--- config.mk ---
export PLATFORM = sky130hd
export DESIGN_NAME = first_order_lowpass_with_wrap_flat
export DESIGN_NICKNAME = d
export VERILOG_FILES = /design/src/rtl/flp_pkg.sv /design/src/rtl/flp_if.sv /design/src/rtl/flp_mul.sv /design/src/rtl/flp_divider.sv /design/src/rtl/first_order_lowpass_with_wrap.sv /design/src/flat_wrapper.sv
export SDC_FILE = /design/constraint.sdc
export NUM_CORES = 2
export LEC_CHECK = 0
export ABC_AREA = 1
export BUFFER_PORTS_ARGS = -buffer_cell sky130_fd_sc_hd__buf_4
export CAP_MARGIN = 5
export CORE_MARGIN = 4
export CORE_UTILIZATION = 35
export DETAILED_ROUTE_END_ITERATION = 7
export REMOVE_ABC_BUFFERS = 1
export SYNTH_ARGS = -nofsm -noshare
export SYNTH_HDL_FRONTEND = slang
export SYNTH_HIERARCHICAL = 1
export SYNTH_SLANG_ARGS = --single-unit
--- constraint.sdc ---
create_clock -name clk -period 11.1 [get_ports clk]
set_input_delay 1.11 -clock clk [delete_from_list [all_inputs] [get_ports clk]]
set_output_delay 1.11 -clock clk [all_outputs]
set_load 0.02 [all_outputs]
--- src/rtl/flp_pkg.sv ---
`timescale 1ns / 1ps
`default_nettype none
// ----------------------------------------------------------------------------
// flp_pkg: shared types and constants of the first-order low-pass
// Widths, op and register codes, and the request/response of the shared
// shift-subtract divider.
// ----------------------------------------------------------------------------
package flp_pkg;

	localparam int DATA_W    = 32;
	localparam int ALPHA_W   = 16;
	localparam int WRAP_W    = 31;
	localparam int CFG_IDX_W = 2;
	localparam int DIFF_W    = DATA_W + 1;
	localparam int VAL_W     = DATA_W + 3;
	localparam int MUL_W     = DATA_W + 2;
	localparam int PROD_W    = 2 * MUL_W;
	localparam int DIV_W     = 64;
	localparam int STEP_W    = 6;
	localparam int QUO_W     = ALPHA_W;

	localparam int ALPHA_STEPS = QUO_W;
	localparam int M_ONE_BIT   = 46;

	typedef logic [1:0]               op_t;
	typedef logic signed [DATA_W-1:0] sample_t;
	typedef logic [DATA_W-1:0]        word_t;
	typedef logic [CFG_IDX_W-1:0]     cfg_idx_t;

	localparam op_t OP_ALPHA   = 2'd0;
	localparam op_t OP_PERIOD  = 2'd1;
	localparam op_t OP_RESTART = 2'd2;
	localparam op_t OP_NONE    = 2'd3;

	localparam cfg_idx_t REG_ALPHA = 2'd0;
	localparam cfg_idx_t REG_OMEGA = 2'd1;
	localparam cfg_idx_t REG_WRAP  = 2'd2;

	localparam logic [ALPHA_W-1:0] ALPHA_RST = 16'd6554;
	localparam word_t              OMEGA_RST = 32'd411775;

	typedef struct packed {
		logic              start;
		logic [STEP_W-1:0] steps;
		logic [DIV_W-1:0]  rem_init;
		logic [DIV_W-1:0]  den;
		logic [VAL_W-1:0]  dvd;
	} div_req_t;

	typedef struct packed {
		logic             done;
		logic [QUO_W-1:0] quo;
		logic [DIV_W-1:0] rem;
	} div_rsp_t;

endpackage
`default_nettype wire

--- src/rtl/flp_if.sv ---
`timescale 1ns / 1ps
`default_nettype none
// ----------------------------------------------------------------------------
// flp_if: channel interfaces of the first-order low-pass
// Sample input, filtered output and register write channels.
// ----------------------------------------------------------------------------
interface flp_in_if import flp_pkg::*; ();
	logic    valid;
	logic    ready;
	op_t     op;
	sample_t sample;
	word_t   sample_period;

	modport source(output valid, output op, output sample, output sample_period, input ready);
	modport sink(input valid, input op, input sample, input sample_period, output ready);
endinterface

interface flp_out_if import flp_pkg::*; ();
	logic    valid;
	logic    ready;
	sample_t filtered;

	modport source(output valid, output filtered, input ready);
	modport sink(input valid, input filtered, output ready);
endinterface

interface flp_cfg_if import flp_pkg::*; ();
	logic     valid;
	logic     ready;
	cfg_idx_t index;
	word_t    data;

	modport source(output valid, output index, output data, input ready);
	modport sink(input valid, input index, input data, output ready);
endinterface
`default_nettype wire

--- src/rtl/flp_mul.sv ---
`timescale 1ns / 1ps
`default_nettype none
// ----------------------------------------------------------------------------
// flp_mul: shared registered multiplier
// Signed product of two operands, available in the cycle after they are set.
// ----------------------------------------------------------------------------
module flp_mul import flp_pkg::*; (
	input  logic                     clk,
	input  logic signed [MUL_W-1:0]  opa,
	input  logic signed [MUL_W-1:0]  opb,
	output logic signed [PROD_W-1:0] prod
);

	logic signed [PROD_W-1:0] prod_q;

	always_ff @(posedge clk) begin
		prod_q <= PROD_W'(opa) * PROD_W'(opb);
	end

	assign prod = prod_q;

endmodule
`default_nettype wire

--- src/rtl/flp_divider.sv ---
`timescale 1ns / 1ps
`default_nettype none
// ----------------------------------------------------------------------------
// flp_divider: shared shift-subtract divider
// One quotient bit per cycle; dividend bits enter the remainder MSB first.
// Serves both the alpha quotient and the floored modulo of the wrap.
// ----------------------------------------------------------------------------
module flp_divider import flp_pkg::*; (
	input  logic     clk,
	input  logic     arst_n,
	input  div_req_t req,
	output div_rsp_t rsp
);

	logic              busy_q;
	logic              done_q;
	logic [STEP_W-1:0] cnt_q;
	logic [DIV_W-1:0]  rem_q;
	logic [DIV_W-1:0]  den_q;
	logic [VAL_W-1:0]  dvd_q;
	logic [QUO_W-1:0]  quo_q;
	logic [DIV_W-1:0]  trial;
	logic [DIV_W-1:0]  diff;
	logic              ge;

	assign trial = {rem_q[DIV_W-2:0], dvd_q[VAL_W-1]};
	assign ge    = trial >= den_q;
	assign diff  = trial - den_q;

	always_ff @(posedge clk or negedge arst_n) begin
		if (!arst_n) begin
			busy_q <= 1'b0;
			done_q <= 1'b0;
			cnt_q  <= '0;
		end else begin
			done_q <= 1'b0;
			if (req.start) begin
				busy_q <= 1'b1;
				cnt_q  <= req.steps;
			end else if (busy_q) begin
				cnt_q <= cnt_q - STEP_W'(1);
				if (cnt_q == STEP_W'(1)) begin
					busy_q <= 1'b0;
					done_q <= 1'b1;
				end
			end
		end
	end

	always_ff @(posedge clk) begin
		if (req.start) begin
			rem_q <= req.rem_init;
			den_q <= req.den;
			dvd_q <= req.dvd;
			quo_q <= '0;
		end else if (busy_q) begin
			rem_q <= ge ? diff : trial;
			dvd_q <= {dvd_q[VAL_W-2:0], 1'b0};
			quo_q <= {quo_q[QUO_W-2:0], ge};
		end
	end

	assign rsp.done = done_q;
	assign rsp.quo  = quo_q;
	assign rsp.rem  = rem_q;

	a_rem_below_den: assert property (@(posedge clk) disable iff (!arst_n)
		busy_q |-> rem_q < den_q)
		else $error("divider remainder not below divisor");

	a_start_when_free: assert property (@(posedge clk) disable iff (!arst_n)
		req.start |-> !busy_q && req.steps != '0)
		else $error("divider started while busy or with no steps");

	a_done_ends_busy: assert property (@(posedge clk) disable iff (!arst_n)
		done_q |-> !busy_q && $past(busy_q))
		else $error("divider done without a finished run");

endmodule
`default_nettype wire

--- src/rtl/first_order_lowpass_with_wrap.sv ---
`timescale 1ns / 1ps
`default_nettype none
// ----------------------------------------------------------------------------
// first_order_lowpass_with_wrap: exponential smoothing of Q16.16 samples
// Sequencer around one registered multiplier and one shift-subtract divider.
// ----------------------------------------------------------------------------
// One sample at a time. A restart, an unused op or the first sample after
// reset or restart goes from idle straight to the done state, which raises
// its result valid once the output is free. A filter step with the register
// alpha passes the diff, mul and add states; a computed alpha first passes
// mula and alpha (16 divider steps for the Q0.16 quotient). With wrapping
// on, each of the two floored modulo passes adds wrapd or wrapy (35 divider
// steps, one bit per cycle). A new sample is taken while the previous
// result still waits on the output.
// ----------------------------------------------------------------------------
module first_order_lowpass_with_wrap import flp_pkg::*; (
	input  logic      clk,
	input  logic      arst_n,
	flp_cfg_if.sink   cfg,
	flp_in_if.sink    samples,
	flp_out_if.source results
);

	localparam logic [3:0] S_IDLE  = 4'd0;
	localparam logic [3:0] S_MULA  = 4'd1;
	localparam logic [3:0] S_ALPHA = 4'd2;
	localparam logic [3:0] S_DIFF  = 4'd3;
	localparam logic [3:0] S_WRAPD = 4'd4;
	localparam logic [3:0] S_MUL   = 4'd5;
	localparam logic [3:0] S_ADD   = 4'd6;
	localparam logic [3:0] S_WRAPY = 4'd7;
	localparam logic [3:0] S_DONE  = 4'd8;

	logic [3:0]               state_q;
	logic [ALPHA_W-1:0]       alpha_q;
	word_t                    omega_q;
	logic [WRAP_W-1:0]        wrap_q;
	sample_t                  y_q;
	logic                     first_q;
	logic                     res_valid_q;
	sample_t                  x_q;
	logic [ALPHA_W-1:0]       a_q;
	logic signed [DIFF_W-1:0] d_q;
	logic                     neg_q;
	sample_t                  res_q;

	logic                     in_fire;
	logic                     wrap_on;
	logic signed [MUL_W-1:0]  opa;
	logic signed [MUL_W-1:0]  opb;
	logic signed [PROD_W-1:0] prod;
	logic [DIV_W-1:0]         m;
	logic signed [DIFF_W-1:0] d_full;
	logic signed [VAL_W-1:0]  wsgn;
	logic signed [VAL_W-1:0]  ysum;
	logic signed [VAL_W-1:0]  mod_v;
	logic [VAL_W-1:0]         mod_mag;
	word_t                    period2;
	word_t                    rem_lo;
	word_t                    adj;
	logic signed [VAL_W-1:0]  wres;
	div_req_t                 req;
	div_rsp_t                 rsp;

	assign cfg.ready     = 1'b1;
	assign samples.ready = state_q == S_IDLE;
	assign in_fire       = samples.valid && samples.ready;
	assign results.valid    = res_valid_q;
	assign results.filtered = res_q;

	assign wrap_on = wrap_q != '0;

	always_comb begin
		if (state_q == S_IDLE) begin
			opa = signed'(MUL_W'(omega_q));
			opb = signed'(MUL_W'(samples.sample_period));
		end else begin
			opa = signed'(MUL_W'(a_q));
			opb = MUL_W'(d_q);
		end
	end

	flp_mul u_mul (
		.clk  (clk),
		.opa  (opa),
		.opb  (opb),
		.prod (prod)
	);

	assign m       = prod[DIV_W+1:2];
	assign d_full  = DIFF_W'(x_q) - DIFF_W'(y_q);
	assign wsgn    = signed'(VAL_W'(wrap_q));
	assign ysum    = VAL_W'(y_q) + VAL_W'(prod >>> ALPHA_W);
	assign mod_v   = (state_q == S_DIFF) ? (VAL_W'(d_full) + wsgn) : (ysum + wsgn);
	assign mod_mag = mod_v[VAL_W-1] ? unsigned'(-mod_v) : unsigned'(mod_v);
	assign period2 = {wrap_q, 1'b0};
	assign rem_lo  = rsp.rem[DATA_W-1:0];
	assign adj     = (neg_q && rem_lo != '0) ? (period2 - rem_lo) : rem_lo;
	assign wres    = signed'(VAL_W'(adj)) - wsgn;

	always_comb begin
		req = '0;
		case (state_q)
			S_MULA: begin
				req.start    = 1'b1;
				req.steps    = STEP_W'(ALPHA_STEPS);
				req.rem_init = m;
				req.den      = m + (DIV_W'(1) << M_ONE_BIT);
			end
			S_DIFF, S_ADD: begin
				req.start    = wrap_on;
				req.steps    = STEP_W'(VAL_W);
				req.den      = DIV_W'(period2);
				req.dvd      = mod_mag;
			end
			default: begin
			end
		endcase
	end

	flp_divider u_div (
		.clk    (clk),
		.arst_n (arst_n),
		.req    (req),
		.rsp    (rsp)
	);

	always_ff @(posedge clk or negedge arst_n) begin
		if (!arst_n) begin
			state_q     <= S_IDLE;
			alpha_q     <= ALPHA_RST;
			omega_q     <= OMEGA_RST;
			wrap_q      <= '0;
			y_q         <= '0;
			first_q     <= 1'b1;
			res_valid_q <= 1'b0;
		end else begin
			if (cfg.valid) begin
				case (cfg.index)
					REG_ALPHA: alpha_q <= cfg.data[ALPHA_W-1:0];
					REG_OMEGA: omega_q <= cfg.data;
					REG_WRAP:  wrap_q  <= cfg.data[WRAP_W-1:0];
					default: begin
					end
				endcase
			end
			if (state_q == S_DONE && (!res_valid_q || results.ready)) begin
				res_valid_q <= 1'b1;
			end else if (results.valid && results.ready) begin
				res_valid_q <= 1'b0;
			end
			case (state_q)
				S_IDLE: begin
					if (in_fire) begin
						case (samples.op)
							OP_NONE: state_q <= S_DONE;
							OP_RESTART: begin
								y_q     <= '0;
								first_q <= 1'b1;
								state_q <= S_DONE;
							end
							default: begin
								if (first_q) begin
									y_q     <= samples.sample;
									first_q <= 1'b0;
									state_q <= S_DONE;
								end else if (samples.op == OP_PERIOD) begin
									state_q <= S_MULA;
								end else begin
									state_q <= S_DIFF;
								end
							end
						endcase
					end
				end
				S_MULA:  state_q <= S_ALPHA;
				S_ALPHA: if (rsp.done) state_q <= S_DIFF;
				S_DIFF:  state_q <= wrap_on ? S_WRAPD : S_MUL;
				S_WRAPD: if (rsp.done) state_q <= S_MUL;
				S_MUL:   state_q <= S_ADD;
				S_ADD: begin
					if (wrap_on) begin
						state_q <= S_WRAPY;
					end else begin
						y_q     <= ysum[DATA_W-1:0];
						state_q <= S_DONE;
					end
				end
				S_WRAPY: begin
					if (rsp.done) begin
						y_q     <= wres[DATA_W-1:0];
						state_q <= S_DONE;
					end
				end
				S_DONE: begin
					if (!res_valid_q || results.ready) begin
						state_q <= S_IDLE;
					end
				end
				default: state_q <= S_IDLE;
			endcase
		end
	end

	always_ff @(posedge clk) begin
		if (in_fire) begin
			x_q <= samples.sample;
			a_q <= alpha_q;
		end
		if (state_q == S_ALPHA && rsp.done) begin
			a_q <= rsp.quo;
		end
		if (state_q == S_DIFF) begin
			d_q   <= d_full;
			neg_q <= mod_v[VAL_W-1];
		end
		if (state_q == S_WRAPD && rsp.done) begin
			d_q <= wres[DIFF_W-1:0];
		end
		if (state_q == S_ADD) begin
			neg_q <= mod_v[VAL_W-1];
		end
		if (state_q == S_DONE && (!res_valid_q || results.ready)) begin
			res_q <= y_q;
		end
	end

	a_restart_clears: assert property (@(posedge clk) disable iff (!arst_n)
		in_fire && samples.op == OP_RESTART |=> first_q && y_q == '0)
		else $error("restart did not clear the filter state");

	a_result_from_done: assert property (@(posedge clk) disable iff (!arst_n)
		$rose(res_valid_q) |-> $past(state_q) == S_DONE)
		else $error("result raised outside the done state");

	a_idle_after_result: assert property (@(posedge clk) disable iff (!arst_n)
		state_q == S_DONE && (!res_valid_q || results.ready) |=> state_q == S_IDLE)
		else $error("sequencer did not return to idle after the result");

endmodule
`default_nettype wire
--- src/flat_wrapper.sv ---
// flat-port wrapper written by rule: the top's interface ports become plain ports
module first_order_lowpass_with_wrap_flat import flp_pkg::*;
  (clk, arst_n, cfg_valid, cfg_index, cfg_data, cfg_ready, samples_valid, samples_op, samples_sample, samples_sample_period, samples_ready, results_valid, results_filtered, results_ready);
  flp_cfg_if cfg_i ();
  flp_in_if samples_i ();
  flp_out_if results_i ();
  input  logic clk;
  input  logic arst_n;
  input wire logic [$bits(cfg_i.valid)-1:0] cfg_valid;
  input wire logic [$bits(cfg_i.index)-1:0] cfg_index;
  input wire logic [$bits(cfg_i.data)-1:0] cfg_data;
  output wire logic [$bits(cfg_i.ready)-1:0] cfg_ready;
  input wire logic [$bits(samples_i.valid)-1:0] samples_valid;
  input wire logic [$bits(samples_i.op)-1:0] samples_op;
  input wire logic [$bits(samples_i.sample)-1:0] samples_sample;
  input wire logic [$bits(samples_i.sample_period)-1:0] samples_sample_period;
  output wire logic [$bits(samples_i.ready)-1:0] samples_ready;
  output wire logic [$bits(results_i.valid)-1:0] results_valid;
  output wire logic [$bits(results_i.filtered)-1:0] results_filtered;
  input wire logic [$bits(results_i.ready)-1:0] results_ready;
  assign cfg_i.valid = cfg_valid;
  assign cfg_i.index = cfg_index;
  assign cfg_i.data = cfg_data;
  assign cfg_ready = cfg_i.ready;
  assign samples_i.valid = samples_valid;
  assign samples_i.op = samples_op;
  assign samples_i.sample = samples_sample;
  assign samples_i.sample_period = samples_sample_period;
  assign samples_ready = samples_i.ready;
  assign results_valid = results_i.valid;
  assign results_filtered = results_i.filtered;
  assign results_i.ready = results_ready;
  first_order_lowpass_with_wrap u_core (.clk(clk), .arst_n(arst_n), .cfg(cfg_i), .samples(samples_i), .results(results_i));
endmodule
After elaboration in Yosys (flattened, before gate mapping)
Cells that the tools add are included.
{ "op_classes": {"muxes": 48, "reduce_logical": 26, "n_bitwise": 1, "eq_ne": 22, "mul": 1, "add_sub_neg": 10, "magnitude_cmp": 1} }
{ "op_table": {"columns": ["op", "count"], "rows": [
  ["$mux W63", 4],
  ["$mux W32", 6],
  ["$mux W35", 5],
  ["$pmux W64 S2", 1],
  ["$pmux W32 S3", 1],
  ["$mul A33 B34 Y66", 1],
  ["$mux W33", 2],
  ["$add A64 B47 Y64 const B", 1],
  ["$ge A64 B64 Y1", 1],
  ["$pmux W32 S2", 1],
  ["$sub A63 B63 Y63", 1],
  ["$pmux W4 S9", 1],
  ["$add A32 B35 Y35", 1],
  ["$add A35 B32 Y35", 1],
  ["$neg A35 Y35", 1],
  ["$add A33 B32 Y34", 1],
  ["$mux W34", 1],
  ["$sub A32 B31 Y33", 1],
  ["$sub A32 B32 Y33", 1],
  ["$mux W16", 2],
  ["$mux W4", 8],
  ["$reduce_bool A32 Y1", 1],
  ["$sub A32 B32 Y32", 1],
  ["$reduce_bool A31 Y1", 1],
  ["28 further kinds", 64]
]} }
{ "word_totals": {"out_inout_bits": 35, "regBits": 483} }

Depth between registers and ports, before layout
{ "logic_depth": {"depth_word": 7, "mapped_depth": 41, "mapped_depth_nobuf": 39} }

Cells and area by module
Netlist, hierarchy kept.
{ "by_module_without_submodules": {"columns": ["mod", "instances", "cells_per_inst", "area_per_inst_um2"], "rows": [
  ["flp_mul", 1, 5869, 45867.7],
  ["first_order_lowpass_with_wrap", 1, 4116, 25564.5],
  ["flp_divider", 1, 2165, 14477.6]
]} }

Least setup slack after synthesis
No wires, ideal clock.
{ "synth_path": {"kind": "register -> register", "from": "register u_core.state_q[3]", "to": "register u_core.u_div.dvd_q[0], enable pin", "period_less_slack_ps": 10157, "arrival_time_ps": 9654, "required_time_ps": 10597, "path_buffers": 5, "slack_ps": 943, "stages_incl_launch_ff": 13, "path_cell_list": "dfrtp_1 > nor2_4 > nand3_4 > clkinv_2 > buf_2 > buf_1 > nor2_1 > buf_1 > o21ai_0 > clkbuf_1 > nor2_1 > inv_1 > clkbuf_1"} }
{ "synth_lines": {"columns": ["item", "line", "rtl"], "rows": [
  ["start, declared", "first_order_lowpass_with_wrap.sv:34", "logic [3:0] state_q;"],
  ["start signal, assigned", "first_order_lowpass_with_wrap.sv:178", "S_DIFF: state_q <= wrap_on ? S_WRAPD : S_MUL;"],
  ["end signal, assigned", "flp_divider.sv:54", "dvd_q <= req.dvd;"],
  ["end signal, assigned", "flp_divider.sv:58", "dvd_q <= {dvd_q[VAL_W-2:0], 1'b0};"],
  ["end, declared", "flp_divider.sv:20", "logic [VAL_W-1:0] dvd_q;"]
]} }

Final worst setup path
{ "layout_path": {"from": "register u_core.state_q[2]", "to": "register u_core.u_mul.prod_q[47] (netlist: u_core/u_mul/prod[47])"} }
{ "layout_between": {"elab_chain_cells": 3} }
{ "layout_lines": {"columns": ["item", "line", "rtl"], "rows": [
  ["$logic_not A4 Y1", "first_order_lowpass_with_wrap.sv:74", "if (state_q == S_IDLE) begin"],
  ["$mux W34", "first_order_lowpass_with_wrap.sv:74", null],
  ["named net u_core.opb[19]", "first_order_lowpass_with_wrap.sv:50", "logic signed [MUL_W-1:0] opb;"],
  ["$mul A33 B34 Y66", "flp_mul.sv:17", "prod_q <= PROD_W'(opa) * PROD_W'(opb);"],
  ["end signal, assigned", "flp_mul.sv:17", null],
  ["end, declared", "flp_mul.sv:14", "logic signed [PROD_W-1:0] prod_q;"]
]} }
The timed path passes the listed nets, and every way through them passes these cells.
A chain may end at the register's enable or synchronous reset.

==> qor.yml <==
cts_buffer_depth: 3
cts_sinks: 481
fillers: 25770
io_buffers: 138
critPathLaunchType: "flop"
synth_cells: 12000
nets: 13730
drc_errors: 0
clk_pin_slew_ns: 0.07
final_cell_area_sq_mm: 0.09141
min_path_type: "in -> async"
yosysWarnings: 6
multi_input_area_sq_mm: 0.05839
slowest_stage: "nand2_1"
finalClockSkew_ns: 0.05770
first_pass_iters: 8
grtUsageTotal_pct: 24.85
grt_pass1_vias: 74920
cts_buffers: 54
post_cts_resized: 0
crit_type: "reg -> reg"
viasPerCell: 4.891
drt-initial-drc-count: 6024
core_sq_mm: 0.2410
ioPinCount: 140
antenna_found_initial: 11
die_area_sq_mm: 0.2507
dp_hpwl_mm: 264.5
setup_slack_ns: 1.938
ff_latch_area_sq_mm: 0.01304
wl_per_cell_microns: 20.64
syn_to_final_growth_pct: 7.582
min_period_ns: 9.162
gp_congestion: 1.029
fmax_mhz: 109.1
synth_area_sq_mm: 0.08497
grt_pass1_wl_mm: 470.8
cts_tree: "built"
placed_cells: 15060
crit_required_ns: 11.74
start_util_pct: 35.26
die_w_microns: 500.7
wl_mm: 313.1
rsz0062_at_grt: "false"
period_share_pct: 82.54
root_buffer: "clkbuf_16"
pre_cts_slack_ns: 1.940
hold_violations: 0
ant_nets: 0
slew_headroom_pct: 13.25
slew_viol_final: 0
maxCapViolations: 0
postCtsSetupBuffers: 0
drive_gt1_share_pct: 5.254
setup_viol: 0
gr-total-overflow: 0
critPathMaxStageDelay_ns: 0.71
insertion_delay_ns: 0.70
rows: 180
cp-end-kind: "flop"
post_dp_cell_area_sq_mm: 0.08954
cts_hold_buffers: 0
cts_max_level: 2
num_vias: 74170
arrival_ns: 9.80
avgSynthCellArea_sq_um: 7.083
outcome: "complete, no violations"
crit_fanout: 43
final_cells: 15170
grt_max_degree: 78
die_height_microns: 500.7
tightest_slew_ns: 1.298
[final timing paths]
kind,from,to,slack (ns),cells after the start
setup / recovery,u_core/state_q[2],u_core/u_mul/prod[47],1.94,33
hold / removal,arst_n,u_core/omega_q[10],0.44,1
setup reg to reg,u_core/state_q[2],u_core/u_mul/prod[47],1.94,33
hold reg to reg,u_core/u_div/quo_q[15],u_core/u_div/quo_q[15],0.47,2
max in group asynchronous,arst_n,u_core/wrap_q[16],9.29,2
min in group clk,u_core/u_div/quo_q[15],u_core/u_div/quo_q[15],0.47,2
[cell type report]
class / count / share of cell area, %
multi-input cells: 7915 / 63.87
flip-flops and latches: 481 / 14.27
inverters: 3193 / 13.12
well taps: 3185 / 4.359
repair buffers: 282 / 2.334
clock buffers: 65 / 1.592
clock inverters: 36 / 0.4312
diodes: 9 / 0.02464
[per-layer routing]
metal | share of wire, % | GRT usage (%)
met2 | 48 | 42.57
met4 | 4.2 | 8.673
met1 | 42 | 32.33
met3 | 6.0 | 3.067
met5 | 0.0045 | 0
[placed cells by master (no fill, tap or decap), types with 49 or more instances in the layout]
master        n
inv_1      3159
clkbuf_16    56
ha_1        461
a21oi_1     344
nor2_1      594
xnor2_1      66
nor3_1       73
o21ai_0     258
buf_4       280
edfxtp_1    276
xor2_1       96
o22ai_1      49
fa_1       1238
nand3_1     455
nand2_1    3684
dfxtp_1      80
nand3b_1     64
nand4_1     114
dfrtp_1     106
[through the flow]
step                 TNS, ns  utilization (%)  hold slack [ns]
floorplan           -1704.39                -           0.4244
global placement           0            37.16           0.4405
detailed placement         0            37.16           0.4467
CTS                        0            37.92           0.4634
global route               0            37.93           0.4961
finish                     0            37.93           0.4382
[worst max-delay path, delay by kind of cell (launching register included)]
kind                     cells  cell delay [ns]
AND/OR/NAND/NOR             13             2.43
flip-flops                   1             0.42
buffers and inverters       11             1.65
adder cells (fa/ha/maj)      9             4.41
[flip-flops by register name, summed over array words and instances, names as in the netlist]
name / flops
u_core/wrap_q: 31
u_core/x_q: 32
u_core/u_div/busy_q: 1
u_core/u_div/den_q: 64
u_core/neg_q: 1
u_core/first_q: 1
u_core/state_q: 4
u_core/u_div/dvd_q: 35
u_core/u_div/quo_q: 16
u_core/y_q: 32
u_core/results.filtered: 32
u_core/u_div/cnt_q: 6
u_core/d_q: 33
u_core/u_div/rem_q: 63
u_core/alpha_q: 16
u_core/results.valid: 1
u_core/u_mul/prod: 64
u_core/a_q: 16
u_core/omega_q: 32
u_core/u_div/done_q: 1
Power is left out: the tool's default activity adds up to more than one toggle a clock period on the data nets, which glitch-free logic cannot reach.
